[config.mk]
export PLATFORM = sky130hd
export DESIGN_NAME = slc_ctrl
export DESIGN_NICKNAME = d
export VERILOG_FILES = /design/src/design/slc_pkg.sv /design/src/design/slc_ctrl.sv
export VERILOG_INCLUDE_DIRS = /design/src /design/src/design
export SDC_FILE = /design/constraint.sdc
export NUM_CORES = 1
export LEC_CHECK = 0
export ABC_CLOCK_PERIOD_IN_PS = 7200
export BUFFER_PORTS_ARGS = -buffer_cell sky130_fd_sc_hd__buf_4
export CORE_ASPECT_RATIO = 1.75
export CORE_MARGIN = 2
export CORE_UTILIZATION = 60
export CTS_CLUSTER_SIZE = 40
export DETAILED_ROUTE_END_ITERATION = 16
export GPL_TIMING_DRIVEN = 0
export PLACE_DENSITY_LB_ADDON = 0.25
export SLEW_MARGIN = 20
export SYNTH_ARGS = -nofsm -noshare
export SYNTH_HDL_FRONTEND = slang
export SYNTH_SLANG_ARGS = --single-unit
[constraint.sdc]
create_clock -name clk -period 7.2 [get_ports clk]
set_input_delay 0.72 -clock clk [delete_from_list [all_inputs] [get_ports clk]]
set_output_delay 0.72 -clock clk [all_outputs]
set_load 0.02 [all_outputs]
[src/design/single_linkage_clustering_unit_defines.svh]
// Assertion macros for the single linkage clustering unit.
// No dependencies; included by modules that carry assertions.
`ifndef SINGLE_LINKAGE_CLUSTERING_UNIT_DEFINES_SVH
`define SINGLE_LINKAGE_CLUSTERING_UNIT_DEFINES_SVH
// implication checked every clock, off during reset
`define SLC_ASSERT_IMP(label, ante, cons, msg) \
  label: assert property (@(posedge clk) disable iff (rst) (ante) |-> (cons)) \
    else $error(msg);
// next-cycle implication
`define SLC_ASSERT_NXT(label, ante, cons, msg) \
  label: assert property (@(posedge clk) disable iff (rst) (ante) |=> (cons)) \
    else $error(msg);
`endif

[src/design/slc_pkg.sv]
// Shared constants for the single linkage clustering unit.
// No dependencies.
package slc_pkg;
  localparam int MaxPoints = 64;
  localparam int IdxW = $clog2(MaxPoints);
  localparam int CntW = IdxW + 1;
  localparam logic [1:0] StOk = 2'd0;
  localparam logic [1:0] StBadTarget = 2'd1;
  localparam logic [1:0] StOverflow = 2'd2;
endpackage

[src/design/slc_ctrl.sv]
// Controller: load, merge scan, relabel, rank and ordered emit sequencing.
// Depends on slc_pkg.
`include "single_linkage_clustering_unit_defines.svh"
module slc_ctrl (
  input  logic                    clk,
  input  logic                    rst,
  input  logic                    cfg_valid,
  output logic                    cfg_ready,
  input  logic [6:0]              cfg_data,
  input  logic                    in_valid,
  output logic                    in_ready,
  input  logic                    last_point,
  output logic                    out_valid,
  input  logic                    out_ready,
  output logic [5:0]              cluster_number,
  output logic [30:0]             out_ident,
  output logic [15:0]             out_x,
  output logic [15:0]             out_y,
  output logic [1:0]              status,
  output logic                    last_result,
  output logic                    we,
  output logic [slc_pkg::IdxW-1:0] waddr,
  output logic                    lbl_we,
  output logic [slc_pkg::IdxW-1:0] lbl_waddr,
  output logic [slc_pkg::IdxW-1:0] lbl_wdata,
  output logic [slc_pkg::IdxW-1:0] pa,
  output logic [slc_pkg::IdxW-1:0] qa,
  output logic                    dist_en,
  output logic                    cmp_en,
  output logic                    clr_best,
  input  logic [30:0]             rd_ident,
  input  logic [15:0]             rd_x,
  input  logic [15:0]             rd_y,
  input  logic [slc_pkg::IdxW-1:0] rd_lp,
  input  logic                    found,
  input  logic [slc_pkg::IdxW-1:0] blo,
  input  logic [slc_pkg::IdxW-1:0] bhi
);
  import slc_pkg::*;
  typedef enum logic [11:0] {
    S_LOAD = 12'b000000000001, S_INIT = 12'b000000000010,
    S_SCAN = 12'b000000000100, S_DRAIN = 12'b000000001000,
    S_RELBL = 12'b000000010000, S_RANK = 12'b000000100000,
    S_PICK = 12'b000001000000, S_PWAIT = 12'b000010000000,
    S_PCMP = 12'b000100000000, S_EMIT = 12'b001000000000,
    S_OUT = 12'b010000000000, S_ERR = 12'b100000000000
  } state_t;
  state_t state;
  logic [6:0] target;
  logic [CntW-1:0] count, clusters, p, q, k, r;
  logic overflow;
  logic [1:0] err_st;
  logic [1:0] drain;
  logic [MaxPoints-1:0] done;
  logic [IdxW-1:0] rank [MaxPoints];
  logic [IdxW-1:0] best_p, best_rank;
  logic [30:0] best_id;
  logic have_best;
  logic [IdxW-1:0] rank_p;
  logic pk_valid;  // registered pick candidate ready
  logic [30:0] pk_ident;
  logic [IdxW-1:0] pk_idx;
  logic rd_valid;  // pair read issued last cycle

  assign cfg_ready = 1'b1;
  assign in_ready = (state == S_LOAD);

  always_comb begin
    we = in_valid && in_ready && (count < CntW'(MaxPoints));
    waddr = count[IdxW-1:0];
    lbl_we = 1'b0;
    lbl_waddr = p[IdxW-1:0];
    lbl_wdata = p[IdxW-1:0];
    pa = p[IdxW-1:0];
    qa = q[IdxW-1:0];
    dist_en = rd_valid;
    cmp_en = (drain != 2'd0);
    clr_best = (state == S_INIT && p == count - 1'b1) ||
               (state == S_RELBL && p == count);
    case (state)
      S_INIT: lbl_we = 1'b1;
      S_RELBL: begin
        lbl_we = rd_valid && (rd_lp == bhi);
        lbl_waddr = IdxW'(p - 1'b1);
        lbl_wdata = blo;
      end
      S_PCMP: pa = best_p;
      default: ;
    endcase
  end

  always_ff @(posedge clk) begin
    if (rst) begin
      state <= S_LOAD;
      target <= 7'd1;
      count <= '0;
      overflow <= 1'b0;
      out_valid <= 1'b0;
      drain <= '0;
      rd_valid <= 1'b0;
      pk_valid <= 1'b0;
    end else begin
      if (cfg_valid && cfg_ready) target <= cfg_data;
      rd_valid <= 1'b0;
      drain <= {drain[0], rd_valid && (state == S_SCAN || state == S_DRAIN)};
      if (out_valid && out_ready) out_valid <= 1'b0;
      // pick pipeline: rank lookup is registered, compare in the next cycle
      pk_valid <= rd_valid && (state == S_PICK);
      rank_p <= rank[rd_lp];
      pk_ident <= rd_ident;
      pk_idx <= IdxW'(p - 1'b1);
      if (pk_valid && !done[pk_idx] &&
          (!have_best || rank_p < best_rank ||
           (rank_p == best_rank && pk_ident < best_id))) begin
        have_best <= 1'b1;
        best_rank <= rank_p;
        best_id <= pk_ident;
        best_p <= pk_idx;
      end
      case (state)
        S_LOAD: begin
          if (in_valid && in_ready) begin
            if (count < CntW'(MaxPoints)) count <= count + 1'b1;
            else overflow <= 1'b1;
            if (last_point) begin
              p <= '0;
              if (overflow || count >= CntW'(MaxPoints)) begin
                err_st <= StOverflow;
                state <= S_ERR;
              end else if (target == 7'd0 || target > 7'(count + 1'b1)) begin
                err_st <= StBadTarget;
                state <= S_ERR;
              end else begin
                state <= S_INIT;
                clusters <= count + 1'b1;
                count <= count + 1'b1;
              end
            end
          end
        end
        S_ERR: begin
          if (!out_valid) begin
            cluster_number <= '0;
            out_ident <= '0;
            out_x <= '0;
            out_y <= '0;
            status <= err_st;
            last_result <= 1'b1;
            out_valid <= 1'b1;
            count <= '0;
            overflow <= 1'b0;
            state <= S_LOAD;
          end
        end
        S_INIT: begin
          if (p == count - 1'b1) begin
            p <= '0;
            if (clusters > CntW'(target) && clusters > CntW'(1)) begin
              q <= CntW'(1);
              state <= S_SCAN;
            end else begin
              r <= '0;
              state <= S_RANK;
            end
          end else p <= p + 1'b1;
        end
        S_SCAN: begin
          rd_valid <= 1'b1;
          if (q == count - 1'b1) begin
            if (p + 2'd2 >= count) state <= S_DRAIN;
            else begin
              p <= p + 1'b1;
              q <= p + 2'd2;
            end
          end else q <= q + 1'b1;
        end
        S_DRAIN: begin
          if (!rd_valid && drain == 2'd0) begin
            p <= '0;
            state <= found ? S_RELBL : S_RANK;
            if (!found) r <= '0;
          end
        end
        S_RELBL: begin
          if (p == count) begin
            clusters <= clusters - 1'b1;
            p <= '0;
            if (clusters - 1'b1 > CntW'(target) && clusters - 1'b1 > CntW'(1)) begin
              q <= CntW'(1);
              state <= S_SCAN;
            end else begin
              r <= '0;
              state <= S_RANK;
            end
          end else begin
            rd_valid <= 1'b1;
            p <= p + 1'b1;
          end
        end
        S_RANK: begin
          // label[p]==p marks cluster heads in load order
          if (rd_valid && rd_lp == IdxW'(p - 1'b1)) begin
            rank[IdxW'(p - 1'b1)] <= r[IdxW-1:0];
            r <= r + 1'b1;
          end
          if (p == count) begin
            done <= '0;
            k <= '0;
            p <= '0;
            have_best <= 1'b0;
            state <= S_PICK;
          end else begin
            rd_valid <= 1'b1;
            p <= p + 1'b1;
          end
        end
        S_PICK: begin
          // scan for smallest (rank, id, index) not yet emitted
          if (p == count) state <= S_PWAIT;
          else begin
            rd_valid <= 1'b1;
            p <= p + 1'b1;
          end
        end
        S_PWAIT: state <= S_PCMP;
        S_PCMP: begin
          p <= CntW'(best_p);
          state <= S_EMIT;
        end
        S_EMIT: begin
          if (!out_valid) begin
            cluster_number <= best_rank;
            out_ident <= rd_ident;
            out_x <= rd_x;
            out_y <= rd_y;
            status <= StOk;
            last_result <= (k == count - 1'b1);
            out_valid <= 1'b1;
            done[best_p] <= 1'b1;
            k <= k + 1'b1;
            p <= '0;
            have_best <= 1'b0;
            if (k == count - 1'b1) begin
              count <= '0;
              state <= S_LOAD;
            end else state <= S_PICK;
          end
        end
        default: state <= S_LOAD;
      endcase
    end
  end

  `SLC_ASSERT_IMP(a_in_idle, in_ready, state == S_LOAD, "input taken while busy")
  `SLC_ASSERT_NXT(a_out_hold, out_valid && !out_ready, out_valid, "result dropped")
  `SLC_ASSERT_IMP(a_cnt, state != S_LOAD, count <= CntW'(MaxPoints), "count overflow")
endmodule
* After elaboration in Yosys (flattened, before gate mapping)
Memories as Yosys holds them, arrays and structs flattened. A register that Yosys moved wholly into a read port is not among the register bits.
Cells that the tools add are included.
** Word-level totals
- Register bits after elaboration :: 286
- Latch bits :: 0
- Bits in writable memories :: 384
- ROM bits :: 0
- Output and inout bits :: 110
- Logic and storage cells :: 252
- Memories :: 1
** Cells by class
- Add/sub/neg operators :: 9
- Multipliers :: 0
- Div/mod/pow operators :: 0
- Magnitude comparators :: 13
- Equal/unequal tests :: 42
- Shift operators :: 0
- Muxes and demuxes :: 106
- Bitwise gates (word level) :: 2
- Reduce and logical (&&, ||, !) cells :: 52
** Memory list
- rank :: words 64, width 6, read ports 1, clocked after memory_dff 1, write ports 1, line slc_ctrl.sv:55 : logic [IdxW-1:0] rank [MaxPoints];
** Operator list (number)
- 7-bit 2-to-1 mux :: 37
- 12-bit 2-to-1 mux :: 13
- 12-bit case mux with 11 select lines :: 1
- 64-bit 2-to-1 mux :: 2
- 64-bit case mux with 2 select lines :: 1
- 64-bit bitwise OR :: 1
- 16-bit case mux with 2 select lines :: 2
- 31-bit 2-to-1 mux :: 2
- 31-bit case mux with 2 select lines :: 1
- 7-bit case mux with 8 select lines :: 1
- 16-bit 2-to-1 mux :: 3
- 6-bit 2-to-1 mux :: 8
- 7-bit case mux with 3 select lines :: 2
- 7-bit by 1-bit adder with 7-bit output (second input constant) :: 5
- 31-bit < comparator :: 1
- 7-bit == test :: 4
- 2-bit inequality test (second input constant) :: 14
- 7-bit case mux with 2 select lines :: 2
- 7-bit case mux with 4 select lines :: 1
- 7-bit greater-than comparator :: 3
- 6-bit == test :: 3
- 1-bit 2-to-1 mux :: 18
- 2-bit by 1-bit inequality test with 1-bit output (second input constant) :: 9
- 9-bit AND reduction :: 2
- 45 further kinds :: 88

* Logic depth before layout (Yosys ltp)
Gate-level depths: netlist of the first run.
- Depth after elaboration :: 8
- Mapped depth :: 15

* Worst setup path before layout of the first run
OpenSTA, ideal clock, no wires.
- Path type :: reg2reg
- Start point :: register pk_idx[0]
- End point :: register best_id[0], enable pin
- Setup time :: 0.522 ns
- Data arrival time :: 5.667 ns
- Path slack :: 1.011 ns
- Cell stages (with the launch flop) :: 9
- Path buffers :: 2
- Cells stage by stage :: edfxtp_1 > clkbuf_1 > buf_2 > mux4_2 > mux4_2 > mux2i_1 > mux2_2 > nand2_1 > a311oi_1
** Between the ends
- Word-level cells in the longest chain between the ends :: 6
** Ends and longest elaborated chain
- start, declared :: line slc_ctrl.sv:62 : logic [IdxW-1:0] pk_idx;
- start signal, assigned :: line slc_ctrl.sv:111 : pk_idx <= IdxW'(p - 1'b1);
- 1-bit binary-select mux with 6-bit select :: line slc_ctrl.sv:112 : if (pk_valid && !done[pk_idx] &&
- 1-bit 2-to-1 mux (not written as such) :: line slc_ctrl.sv:112
- 1-bit zero test :: line slc_ctrl.sv:112
- 1-bit logical AND (2 in series) :: line slc_ctrl.sv:112
- 2-bit AND reduction (no source line)
- end signal, assigned :: line slc_ctrl.sv:117 : best_id <= pk_ident;
- end, declared :: line slc_ctrl.sv:57 : logic [30:0] best_id;
Every way passes these cells. The select of a mux whose other input is x is not followed.
A chain may end at the register's enable or synchronous reset.

* Worst setup path after layout of the first run
- Start point :: register p[0]
- End point :: memory rank[9][1] (netlist name), enable pin
** Between the ends
- Word-level cells in the longest chain between the ends :: 7
** Ends and longest elaborated chain
- start, declared :: line slc_ctrl.sv:50 : logic [CntW-1:0] count, clusters, p, q, k, r;
- start signal, assigned :: line slc_ctrl.sv:165 : end else p <= p + 1'b1;
- start signal, assigned :: line slc_ctrl.sv:172 : p <= p + 1'b1;
- start signal, assigned :: line slc_ctrl.sv:197 : p <= p + 1'b1;
- 6-bit by 1-bit subtractor with 6-bit output (*) :: line slc_ctrl.sv:202, slc_ctrl.sv:203
- 6-bit == test :: line slc_ctrl.sv:202 : if (rd_valid && rd_lp == IdxW'(p - 1'b1)) begin
- 1-bit logical AND :: line slc_ctrl.sv:202
- 1-bit 2-to-1 mux :: line slc_ctrl.sv:202
- 1-bit 2-to-1 mux :: line slc_ctrl.sv:120 : case (state)
- 1-bit 2-to-1 mux :: line slc_ctrl.sv:93 : if (rst) begin
- 1-bit 2-to-1 mux (not written as such) :: line slc_ctrl.sv:203 : rank[IdxW'(p - 1'b1)] <= r[IdxW-1:0];
- end, declared :: line slc_ctrl.sv:55
Mark *: on every way between the ends. The rest lies on a longest branch, timed or not.

==> results.sh, run 1 <==
export IMPL_routed_wl_um=75300
export IMPL_hold_buffers=0
export IMPL_holdWs_ps=295
export IMPL_register_area_um2=19900
export IMPL_maxCapViolCount=0
export IMPL_cts_resized=0
export IMPL_yosys_area_top_type_share=0.650
export IMPL_start_util=0.608
export IMPL_row_count=107
export IMPL_core_area_um2=48900
export IMPL_worstSetupPathType="reg2reg"
export IMPL_hp_start="rd_ident[21]"
export IMPL_required_ps=7450
export IMPL_cts_made_buffers=59
export IMPL_wl_per_cell_um=26.1
export IMPL_syn_nets=2069
export IMPL_drive_above_1_share=0.232
export IMPL_grt_pass1_vias=18500
export IMPL_worst_pin_slew_ps=1120
export IMPL_place_congestion=0.920
export IMPL_die_h_um=298
export IMPL_preCtsSetupSlack_ps=2380
export IMPL_clock_latency_ps=610
export IMPL_clock_sinks=674
export IMPL_syn_to_final_growth_pct=16.4
export IMPL_leakage_nw=12.0
export IMPL_clockRootBuffer="clkbuf_16"
export IMPL_finalCriticalPeriod_ps=5030
export IMPL_drt_first_pass_iters=7
export IMPL_cts_tree="built"
export IMPL_max_freq_mhz=199
export IMPL_final_area_um2=34600
export IMPL_post_route_period_util=0.698
export IMPL_async_flop_share=0
export IMPL_synth_edff_count=643
export IMPL_synth_cell_types=71
export IMPL_clk_transition_reported_paths_ps=70
export IMPL_setup_slack_ps=2170
export IMPL_r2r_end="rank[9][1]"
export IMPL_drtIter0Drc=1709
export IMPL_final_antenna_net_count=0
export IMPL_grt_max_degree=33
export IMPL_grt_util_all_layers=0.296
export IMPL_worst_setup_path_start_kind="flip-flop"
export IMPL_layout_cells_non_filler=2884
export IMPL_synth_area_top_cells="edfxtp_1 65%, mux4_2 11%, ha_1 3.3%"
export IMPL_holdPathEnd="pk_ident[21]"
export IMPL_status="complete, no violations"
export IMPL_r2r_cells=11
export IMPL_synth_area_um2=29700
export IMPL_placed_cell_area_um2=32600
export IMPL_h_tree_depth=2
export IMPL_synthCells=1896
export IMPL_critPathMaxFanout=8
export IMPL_worstReg2RegStart="p[0]"
export IMPL_multi_input_comb_area_um2=9100
export IMPL_vias=17900
export IMPL_synth_ff_type="edfxtp_1"
export IMPL_nNetsFinal=2352
export IMPL_grt_setup_unrepaired="false"
export IMPL_die_x_um=172
export IMPL_clock_path_buffers=3
export IMPL_post_cts_setup_buffers=0
export IMPL_hold_depth=1
export IMPL_slew_headroom=0.246
export IMPL_reg2reg_setup_slack_ps=2170
export IMPL_cp_end_kind="flip-flop"
export IMPL_min_path_type="in2reg"
export IMPL_hpwl_um=54200
export IMPL_io_buffers=196
export IMPL_final_max_slew_viol_count=0
export IMPL_grt_pass1_wl_um=111000
export IMPL_grt_overflow=0
export IMPL_synth_top_area_cell="edfxtp_1"
export IMPL_antenna_found_initial=0
export IMPL_nFillCells=3084
export IMPL_finalHoldViolCount=0
export IMPL_synth_seq_area_share=0.671
export IMPL_drc=0
export IMPL_synth_seq_cells=674
export IMPL_worst_clock_skew_ps=13.9
export IMPL_die_area_um2=51400
export IMPL_boundaryPins=205
export IMPL_crit_arrival_ps=5270
export IMPL_setup_violations_final=0
export IMPL_p_per_area_nw_per_um2=253
export IMPL_total_power_mw=8.74
export IMPL_yosys_warnings=0
export IMPL_avgSynthCellArea_um2=15.7
export IMPL_via_per_inst=6.22
export IMPL_ir_drop_mv=0.242
export IMPL_placed_cells=2772
-- worst max-delay path by stage --
stage	start	endpoint	slack (ps)
floorplan	pk_idx[0]	best_id[0]	1010
global placement	pk_idx[0]	best_id[21]	-1110
detailed placement	p[2]	rank[9][0]	2380
CTS	p[2]	rank[9][1]	2360
global route	p[2]	rank[53][3]	2090
finish	p[0]	rank[9][1]	2170
-- Yosys cell counts, types with 4 or more instances --
library cell,number
edfxtp_1,643
nor2_1,207
mux4_2,146
a21oi_1,98
inv_1,79
ha_1,78
and2_1,71
nand2_1,71
clkbuf_1,60
xnor2_1,51
o21ai_0,36
dfxtp_1,31
nand3_1,28
xor2_1,28
buf_1,24
nand4_1,20
nor3_1,18
buf_4,15
mux2i_1,15
a21o_1,13
and3_1,11
nand2b_1,10
nor3b_1,10
a311oi_1,9
o21a_1,8
buf_2,7
nor2b_1,7
nor4_1,7
a211oi_1,6
o211ai_1,6
or3_1,6
or2_2,5
a211o_1,4
and3b_1,4
o41ai_1,4
-- per-layer routing --
| metal | GRT usage | vias up | part of all wire |
|---|---|---|---|
| met4 | 0.162 | 0 | 0.062 |
| met3 | 0.0383 | 268 | 0.058 |
| met2 | 0.549 | 828 | 0.55 |
| li1 | - | 7817 | - |
| met5 | 0 | - | 0 |
| met1 | 0.321 | 9033 | 0.33 |
-- state kept, by name (all words and copies together), names as in the netlist, 7 cells and up --
| signal | cells |
|---|---|
| rank | 384 |
| out_ident | 31 |
| clusters | 7 |
| best_id | 31 |
| q | 7 |
| done | 64 |
| pk_ident | 31 |
| target | 7 |
| out_y | 16 |
| count | 7 |
| out_x | 16 |
| k | 7 |
| state | 11 |
| p | 7 |
-- kinds of logic (layout without fill, tap and decap cells) --
logic type               Yosys count  after routing  share of synthesized area
AO/OA/AOI/OAI                    208            208                     0.0428
XOR/XNOR                          82             82                     0.0256
adder cells (fa/ha/maj)           78             78                     0.0328
buffers and inverters            187            520                     0.0261
flip-flops                       674            674                      0.671
multiplexers                     163            163                      0.116
other                              1              2                   0.000126
AND/OR/NAND/NOR                  503            503                     0.0856
-- per-stage QoR --
| stage | utilization | setup TNS (ps) |
|---|---|---|
| 3_3_place_gp | 0.655 | -85520 |
| 4_1_cts | 0.707 | 0 |
| 2_1_floorplan | - | 0 |
| 3_5_place_dp | 0.666 | 0 |
| 5_1_grt | 0.708 | 0 |
| 6_report | 0.708 | 0 |
-- critical path, stage by stage, from the launching register on --
cell and delay (ps):
edfxtp_1 360, clkbuf_1 420, inv_1 360, ha_1 340, xnor2_1 370, inv_1 230
xnor2_1 180, nand4_1 150, or4_4 600, nor3_4 210, nand3_1 650, nor2_1 780
-- area by class of cell --
| class | count | area share |
|---|---|---|
| multi-input combinational | 1035 | 0.263 |
| clock inverter | 45 | 0.0148 |
| inverter | 80 | 0.00872 |
| timing repair buffer | 222 | 0.0562 |
| antenna | 1 | 0.0000724 |
| sequential | 674 | 0.576 |
| buffer | 107 | 0.0137 |
| tap | 654 | 0.0237 |
| clock buffer | 66 | 0.0435 |
-- layout by cell type, fill, tap and decap left out, drive strengths merged, types with 7 or more instances in the layout --
cell / Yosys / routed
xor2: 28 / 28
nand4: 20 / 20
edfxtp: 643 / 643
nand3: 30 / 30
clkinv: 1 / 23
nand2b: 10 / 10
and2: 71 / 71
xnor2: 51 / 51
mux2i: 15 / 15
nand2: 72 / 72
a311oi: 9 / 9
ha: 78 / 78
bufinv: 0 / 10
a21o: 13 / 13
a21oi: 98 / 98
buf: 47 / 269
nor2: 207 / 207
nor3b: 11 / 11
o21a: 8 / 8
mux4: 146 / 146
dfxtp: 31 / 31
nor4: 11 / 11
and3: 11 / 11
nor2b: 7 / 7
nor3: 20 / 20
inv: 79 / 83
clkinvlp: 0 / 9
o21ai: 36 / 36
clkbuf: 60 / 126
-- report_power, final --
| group | total, mW | internal (mW) | switching (mW) |
|---|---|---|---|
| clock | 3.31 | 1.87 | 1.44 |
| sequential | 4.37 | 4.31 | 0.0559 |
| combinational | 1.06 | 0.424 | 0.635 |
No activity file was read; power rests on OpenSTA's default activity.
==> run 2: changes to the inputs <==
Settings changed: ABC_AREA set to 1, ABC_CLOCK_PERIOD_IN_PS 7200 to 4800.
Clock period 7.2 ns to 4.8 ns, I/O delays scaled along.
==> results.sh, run 2 <==
export IMPL_status="complete, no violations"
export IMPL_worst_setup_path_start_kind="flip-flop"
export IMPL_yosysMostFrequentCell="edfxtp_1"
export IMPL_hold_buffers=0
export IMPL_yosys_area_share_simple=0.132
export IMPL_clock_power_share=0.341
export IMPL_via_per_inst=6.25
export IMPL_path_cells="buf_4, inv_1, ha_1, nand2_1, nand4_1, xor2_1, xor2_1, nor4_4, nand4_1, nor2_1"
export IMPL_wl_per_cell_um=26.2
export IMPL_drt_first_pass_iters=7
export IMPL_yosys_area_share_adder=0.0324
export IMPL_top_regs="rank: 384 flops, done: 64 flops"
export IMPL_grt_max_degree=50
export IMPL_switching_share=0.297
export IMPL_post_route_period_util=0.997
export IMPL_async_flop_share=0
export IMPL_setup_tns_final_ps=0
export IMPL_diodes=0
export IMPL_min_path_type="in2reg"
export IMPL_worst_pin_slew_ps=1320
export IMPL_clk_transition_reported_paths_ps=70
export IMPL_p_per_area_nw_per_um2=415
export IMPL_syn_nets=2941
export IMPL_synth_ff_type="edfxtp_1"
export IMPL_grt_pass1_vias=23500
export IMPL_start_util=0.607
export IMPL_yosys_warnings=0
export IMPL_cts_tree="built"
export IMPL_drtIter0Drc=2660
export IMPL_largest_register_ff_count=384
export IMPL_path_buf_inv=2
export IMPL_leakage_nw=13.1
export IMPL_yosys_area_top_type_share=0.641
export IMPL_synth_edff_count=643
export IMPL_antenna_found_initial=1
export IMPL_synth_cell_types=42
export IMPL_crit_arrival_ps=5020
export IMPL_die_h_um=300
export IMPL_die_x_um=173
export IMPL_routed_wl_um=98700
export IMPL_core_area_um2=49600
export IMPL_hpwl_um=73300
export IMPL_intPower_mw=10.2
export IMPL_register_area_um2=19900
export IMPL_nNetsFinal=3229
export IMPL_grt_pass1_wl_um=143000
export IMPL_pwr_share_comb=0.201
export IMPL_setup_violations_final=0
export IMPL_synth_seq_area_share=0.662
export IMPL_layout_common_cells="643 x edfxtp_1, 568 x nor2_1, 337 x o21ai_0"
export IMPL_cp_end_kind="flip-flop"
export IMPL_final_max_slew_viol_count=0
export IMPL_die_area_um2=52100
export IMPL_synth_top_area_cell="edfxtp_1"
export IMPL_h_tree_depth=2
export IMPL_nFillCells=3429
export IMPL_required_ps=5030
export IMPL_worstSetupPathType="reg2reg"
export IMPL_final_antenna_net_count=0
export IMPL_synthMuxAreaShare=0
export IMPL_synth_area_top_cells="edfxtp_1 64%, nor2_1 7.2%, o21ai_0 5.6%"
export IMPL_multi_input_comb_area_um2=8850
export IMPL_slowest_delay_ps=940
export IMPL_grt_util_all_layers=0.375
export IMPL_synth_area_um2=30100
export IMPL_boundaryPins=205
export IMPL_synthCells=2768
export IMPL_place_congestion=1.07
export IMPL_drive_above_1_share=0.118
export IMPL_cp_top_family="simple AND/OR/NAND/NOR gates"
export IMPL_vias=23500
export IMPL_syn_to_final_growth_pct=16.4
export IMPL_clockRootBuffer="clkbuf_16"
export IMPL_ir_drop_mv=0.566
export IMPL_finalHoldViolCount=0
export IMPL_slew_headroom=0.108
export IMPL_finalCriticalPeriod_ps=4780
export IMPL_synth_common_cells="643 x edfxtp_1, 574 x nor2_1, 339 x o21ai_0, 243 x nand2_1, 224 x inv_1"
export IMPL_io_buffers=202
export IMPL_clock_sinks=674
export IMPL_critPathMaxFanout=9
export IMPL_seq_power_share=0.459
export IMPL_worst_clock_skew_ps=44.0
export IMPL_clock_path_buffers=3
export IMPL_synth_top_family_by_area="simple AND/OR/NAND/NOR gates"
export IMPL_top_register="rank"
export IMPL_maxCapViolCount=0
export IMPL_grt_setup_unrepaired="true"
export IMPL_cts_made_buffers=56
export IMPL_final_common_cell="edfxtp_1"
export IMPL_grt_overflow=0
export IMPL_clock_latency_ps=630
export IMPL_synth_compound_area_frac=0.117
export IMPL_drc=0
export IMPL_total_power_mw=14.6
export IMPL_power_switching_mw=4.33
export IMPL_avgSynthCellArea_um2=10.9
export IMPL_max_freq_mhz=209
export IMPL_crit_slowest_cell="nor2_1"
export IMPL_synth_xor_area_frac=0.00902
export IMPL_synth_seq_cells=674
export IMPL_row_count=108
-- run 2: cells by family (layout without fill, tap and decap cells) --
kind of cell | count (synthesis) | count (layout)
adders and majority gates | 78 | 78
and+or+nand+nor | 979 | 979
xor gates and xnor gates | 31 | 31
DFF | 674 | 674
other | 1 | 1
buffers and inverters | 363 | 697
AOI/OAI and AO/OA | 642 | 642
-- run 2: cell type report --
cell class,instances,area share
flip-flops and latches,674,0.568
multi-input cells,1731,0.252
repair buffers,230,0.0579
clock buffers,71,0.0434
inverters,227,0.0243
well taps,660,0.0236
plain buffers,136,0.0166
clock inverters,33,0.0135
-- run 2: worst register-to-register path: stages (launching register included) --
cell,delay (ps)
edfxtp_1,420
buf_4,210
inv_1,280
ha_1,230
nand2_1,70
nand4_1,90
xor2_1,670
xor2_1,210
nor4_4,440
nand4_1,850
nor2_1,950
-- run 2: metrics by stage --
stage                     instance area, um^2  std cells  hold WS, ps  setup WS (ps)   util
after CTS                               35000       3761         27.9            152  0.706
final                                   35100       3762         49.1           15.9  0.707
after floorplan                         30100       2768          424           77.8      -
after global routing                    35100       3762         38.2          -16.8  0.707
after detailed placement                33000       3657          441            157  0.666
after global placement                  32500       3630          435          -2430  0.654
-- run 2: routing by layer --
layer / vias up / GRT usage / wire [um]
li1: 10400 / - / -
met1: 11200 / 0.379 / 30600
met2: 1499 / 0.667 / 50300
met3: 430 / 0.0583 / 7760
met4: 0 / 0.332 / 10100
met5: - / 0 / 0
-- run 2: repair_timing --
item,in CTS,in global routing
buffers inserted,0,1
gates resized for setup,0,4
endpoints found under the setup margin,0,32
-- run 2: path summary, 6_finish.rpt --
check,from,end,slack (ps),depth (start not counted)
min reg2reg,drain[0],drain[1],450,2
max,p[2],rank[27][4],20,10
max reg2reg,p[2],rank[27][4],20,10
min,rd_ident[12],pk_ident[12],50,1
-- run 2: power groups by stage --
| stage | Combinational [mW] | Sequential (mW) | Clock (mW) |
|---|---|---|---|
| global route | 3.16 | 6.69 | 5.17 |
| global placement | 2.71 | 6.82 | 0 |
| CTS | 2.84 | 6.68 | 4.97 |
| detailed placement | 2.82 | 6.81 | 0 |
| floorplan | 1.77 | 6.78 | 0 |
| finish | 2.92 | 6.68 | 4.96 |
==> run 3: changes to the inputs <==
Settings changed: GPL_TIMING_DRIVEN 0 to 1, SETUP_SLACK_MARGIN set to 0.15.
==> results.sh, run 3 (same netlist as run 2, synthesis figures left out) <==
export IMPL_die_x_um=173
export IMPL_layout_common_cells="643 x edfxtp_1, 572 x nor2_1, 339 x o21ai_0"
export IMPL_drc=0
export IMPL_die_h_um=300
export IMPL_placed_cell_area_um2=32200
export IMPL_grt_max_degree=116
export IMPL_die_area_um2=52100
export IMPL_utilization=0.688
export IMPL_io_buffers=203
export IMPL_setup_violations_final=0
export IMPL_crit_end="rank[9][2]"
export IMPL_boundaryPins=205
export IMPL_nNetsFinal=3104
export IMPL_clock_latency_ps=610
export IMPL_reg2reg_setup_slack_ps=680
export IMPL_clockRootBuffer="clkbuf_16"
export IMPL_status="complete, no violations"
export IMPL_leakage_nw=12.7
export IMPL_post_route_period_util=0.859
export IMPL_vias=22100
export IMPL_top_regs="rank: 384 flops, done: 64 flops"
export IMPL_grt_pass1_wl_um=119000
export IMPL_setup_tns_final_ps=0
export IMPL_wl_per_cell_um=21.6
export IMPL_finalCriticalPeriod_ps=4120
export IMPL_core_area_um2=49600
export IMPL_drive_above_1_share=0.115
export IMPL_syn_to_final_growth_pct=13.4
export IMPL_register_area_um2=19900
export IMPL_cts_resized=0
export IMPL_worst_setup_path_start_kind="flip-flop"
export IMPL_grt_overflow=0
export IMPL_min_path_type="in2reg"
export IMPL_start_util=0.607
export IMPL_hpwl_um=53100
export IMPL_diodes=0
export IMPL_worstSetupPathType="reg2reg"
export IMPL_maxCapViolCount=0
export IMPL_grt_setup_unrepaired="false"
export IMPL_worst_clock_skew_ps=28.1
export IMPL_grt_util_all_layers=0.298
export IMPL_holdWs_ps=53.3
export IMPL_cts_made_buffers=56
export IMPL_worst_pin_slew_ps=1100
export IMPL_finalHoldViolCount=0
export IMPL_drtIter0Drc=2216
export IMPL_row_count=108
export IMPL_largest_register_ff_count=384
export IMPL_cts_tree="built"
export IMPL_final_antenna_net_count=0
export IMPL_slew_headroom=0.261
export IMPL_crit_arrival_ps=4370
export IMPL_required_ps=5050
export IMPL_critPathMaxFanout=13
export IMPL_post_cts_setup_buffers=0
export IMPL_final_area_um2=34100
export IMPL_ir_drop_mv=0.356
export IMPL_clk_transition_reported_paths_ps=70
export IMPL_hp_start="rd_ident[13]"
export IMPL_clock_sinks=674
export IMPL_top_register="rank"
export IMPL_drt_first_pass_iters=6
export IMPL_r2r_end="rank[9][2]"
export IMPL_max_freq_mhz=243
export IMPL_final_common_cell="edfxtp_1"
export IMPL_worstReg2RegStart="p[0]"
export IMPL_place_congestion=0.966
export IMPL_final_max_slew_viol_count=0
export IMPL_routed_wl_um=78500
export IMPL_p_per_area_nw_per_um2=410
export IMPL_via_per_inst=6.07
export IMPL_startpoint="p[0]"
export IMPL_nFillCells=3622
export IMPL_h_tree_depth=2
export IMPL_cp_end_kind="flip-flop"
export IMPL_clock_path_buffers=3
export IMPL_r2r_cells=8
export IMPL_hold_buffers=0
export IMPL_multi_input_comb_area_um2=8810
export IMPL_grt_pass1_vias=21500
export IMPL_total_power_mw=14.0
export IMPL_antenna_found_initial=0
-- run 3: worst min-delay path by stage --
stage / to / slack (ps) / cells after the start
floorplan: best_p[2] / 420 / 0
global placement: best_id[8] / 430 / 0
detailed placement: best_rank[0] / 440 / 0
CTS: pk_ident[20] / 30 / 1
global route: pk_ident[13] / 40 / 1
finish: pk_ident[13] / 50 / 1
-- run 3: through the flow --
step	setup slack, ps	std cells
after detailed placement	744	3533
final	679	3639
after global routing	423	3639
after global placement	904	3533
after floorplan	486	2768
after CTS	687	3639
-- run 3: cell type report --
| cell class | instances | share of cell area |
|---|---|---|
| Clock buffer | 68 | 0.0436 |
| Clock inverter | 38 | 0.0114 |
| Inverter | 227 | 0.0250 |
| Multi-Input combinational cell | 1731 | 0.258 |
| Sequential cell | 674 | 0.584 |
| Tap cell | 660 | 0.0242 |
| Timing Repair Buffer | 241 | 0.0539 |
-- run 3: report_power, final --
part | switching (mW) | internal [mW] | total (mW)
registers | 0.186 | 6.56 | 6.74
clock network | 2.03 | 2.59 | 4.62
logic | 1.82 | 0.825 | 2.64
total | 4.03 | 9.97 | 14.0
-- run 3: per-layer routing --
layer | share of wire | vias up | GRT usage
li1 | - | 10100 | -
met1 | 0.34 | 10500 | 0.332
met2 | 0.53 | 1155 | 0.548
met3 | 0.067 | 291 | 0.0310
met4 | 0.067 | 0 | 0.179
met5 | 0 | - | 0
-- run 3: worst max-delay path, cell delays in order, from the launching register on --
cell and delay [ps]:
edfxtp_1 630, clkinv_1 180, ha_1 270, nand3_1 110
xor2_1 490, xor2_1 200, nor4_4 450, nand4_1 750
nor2_1 680
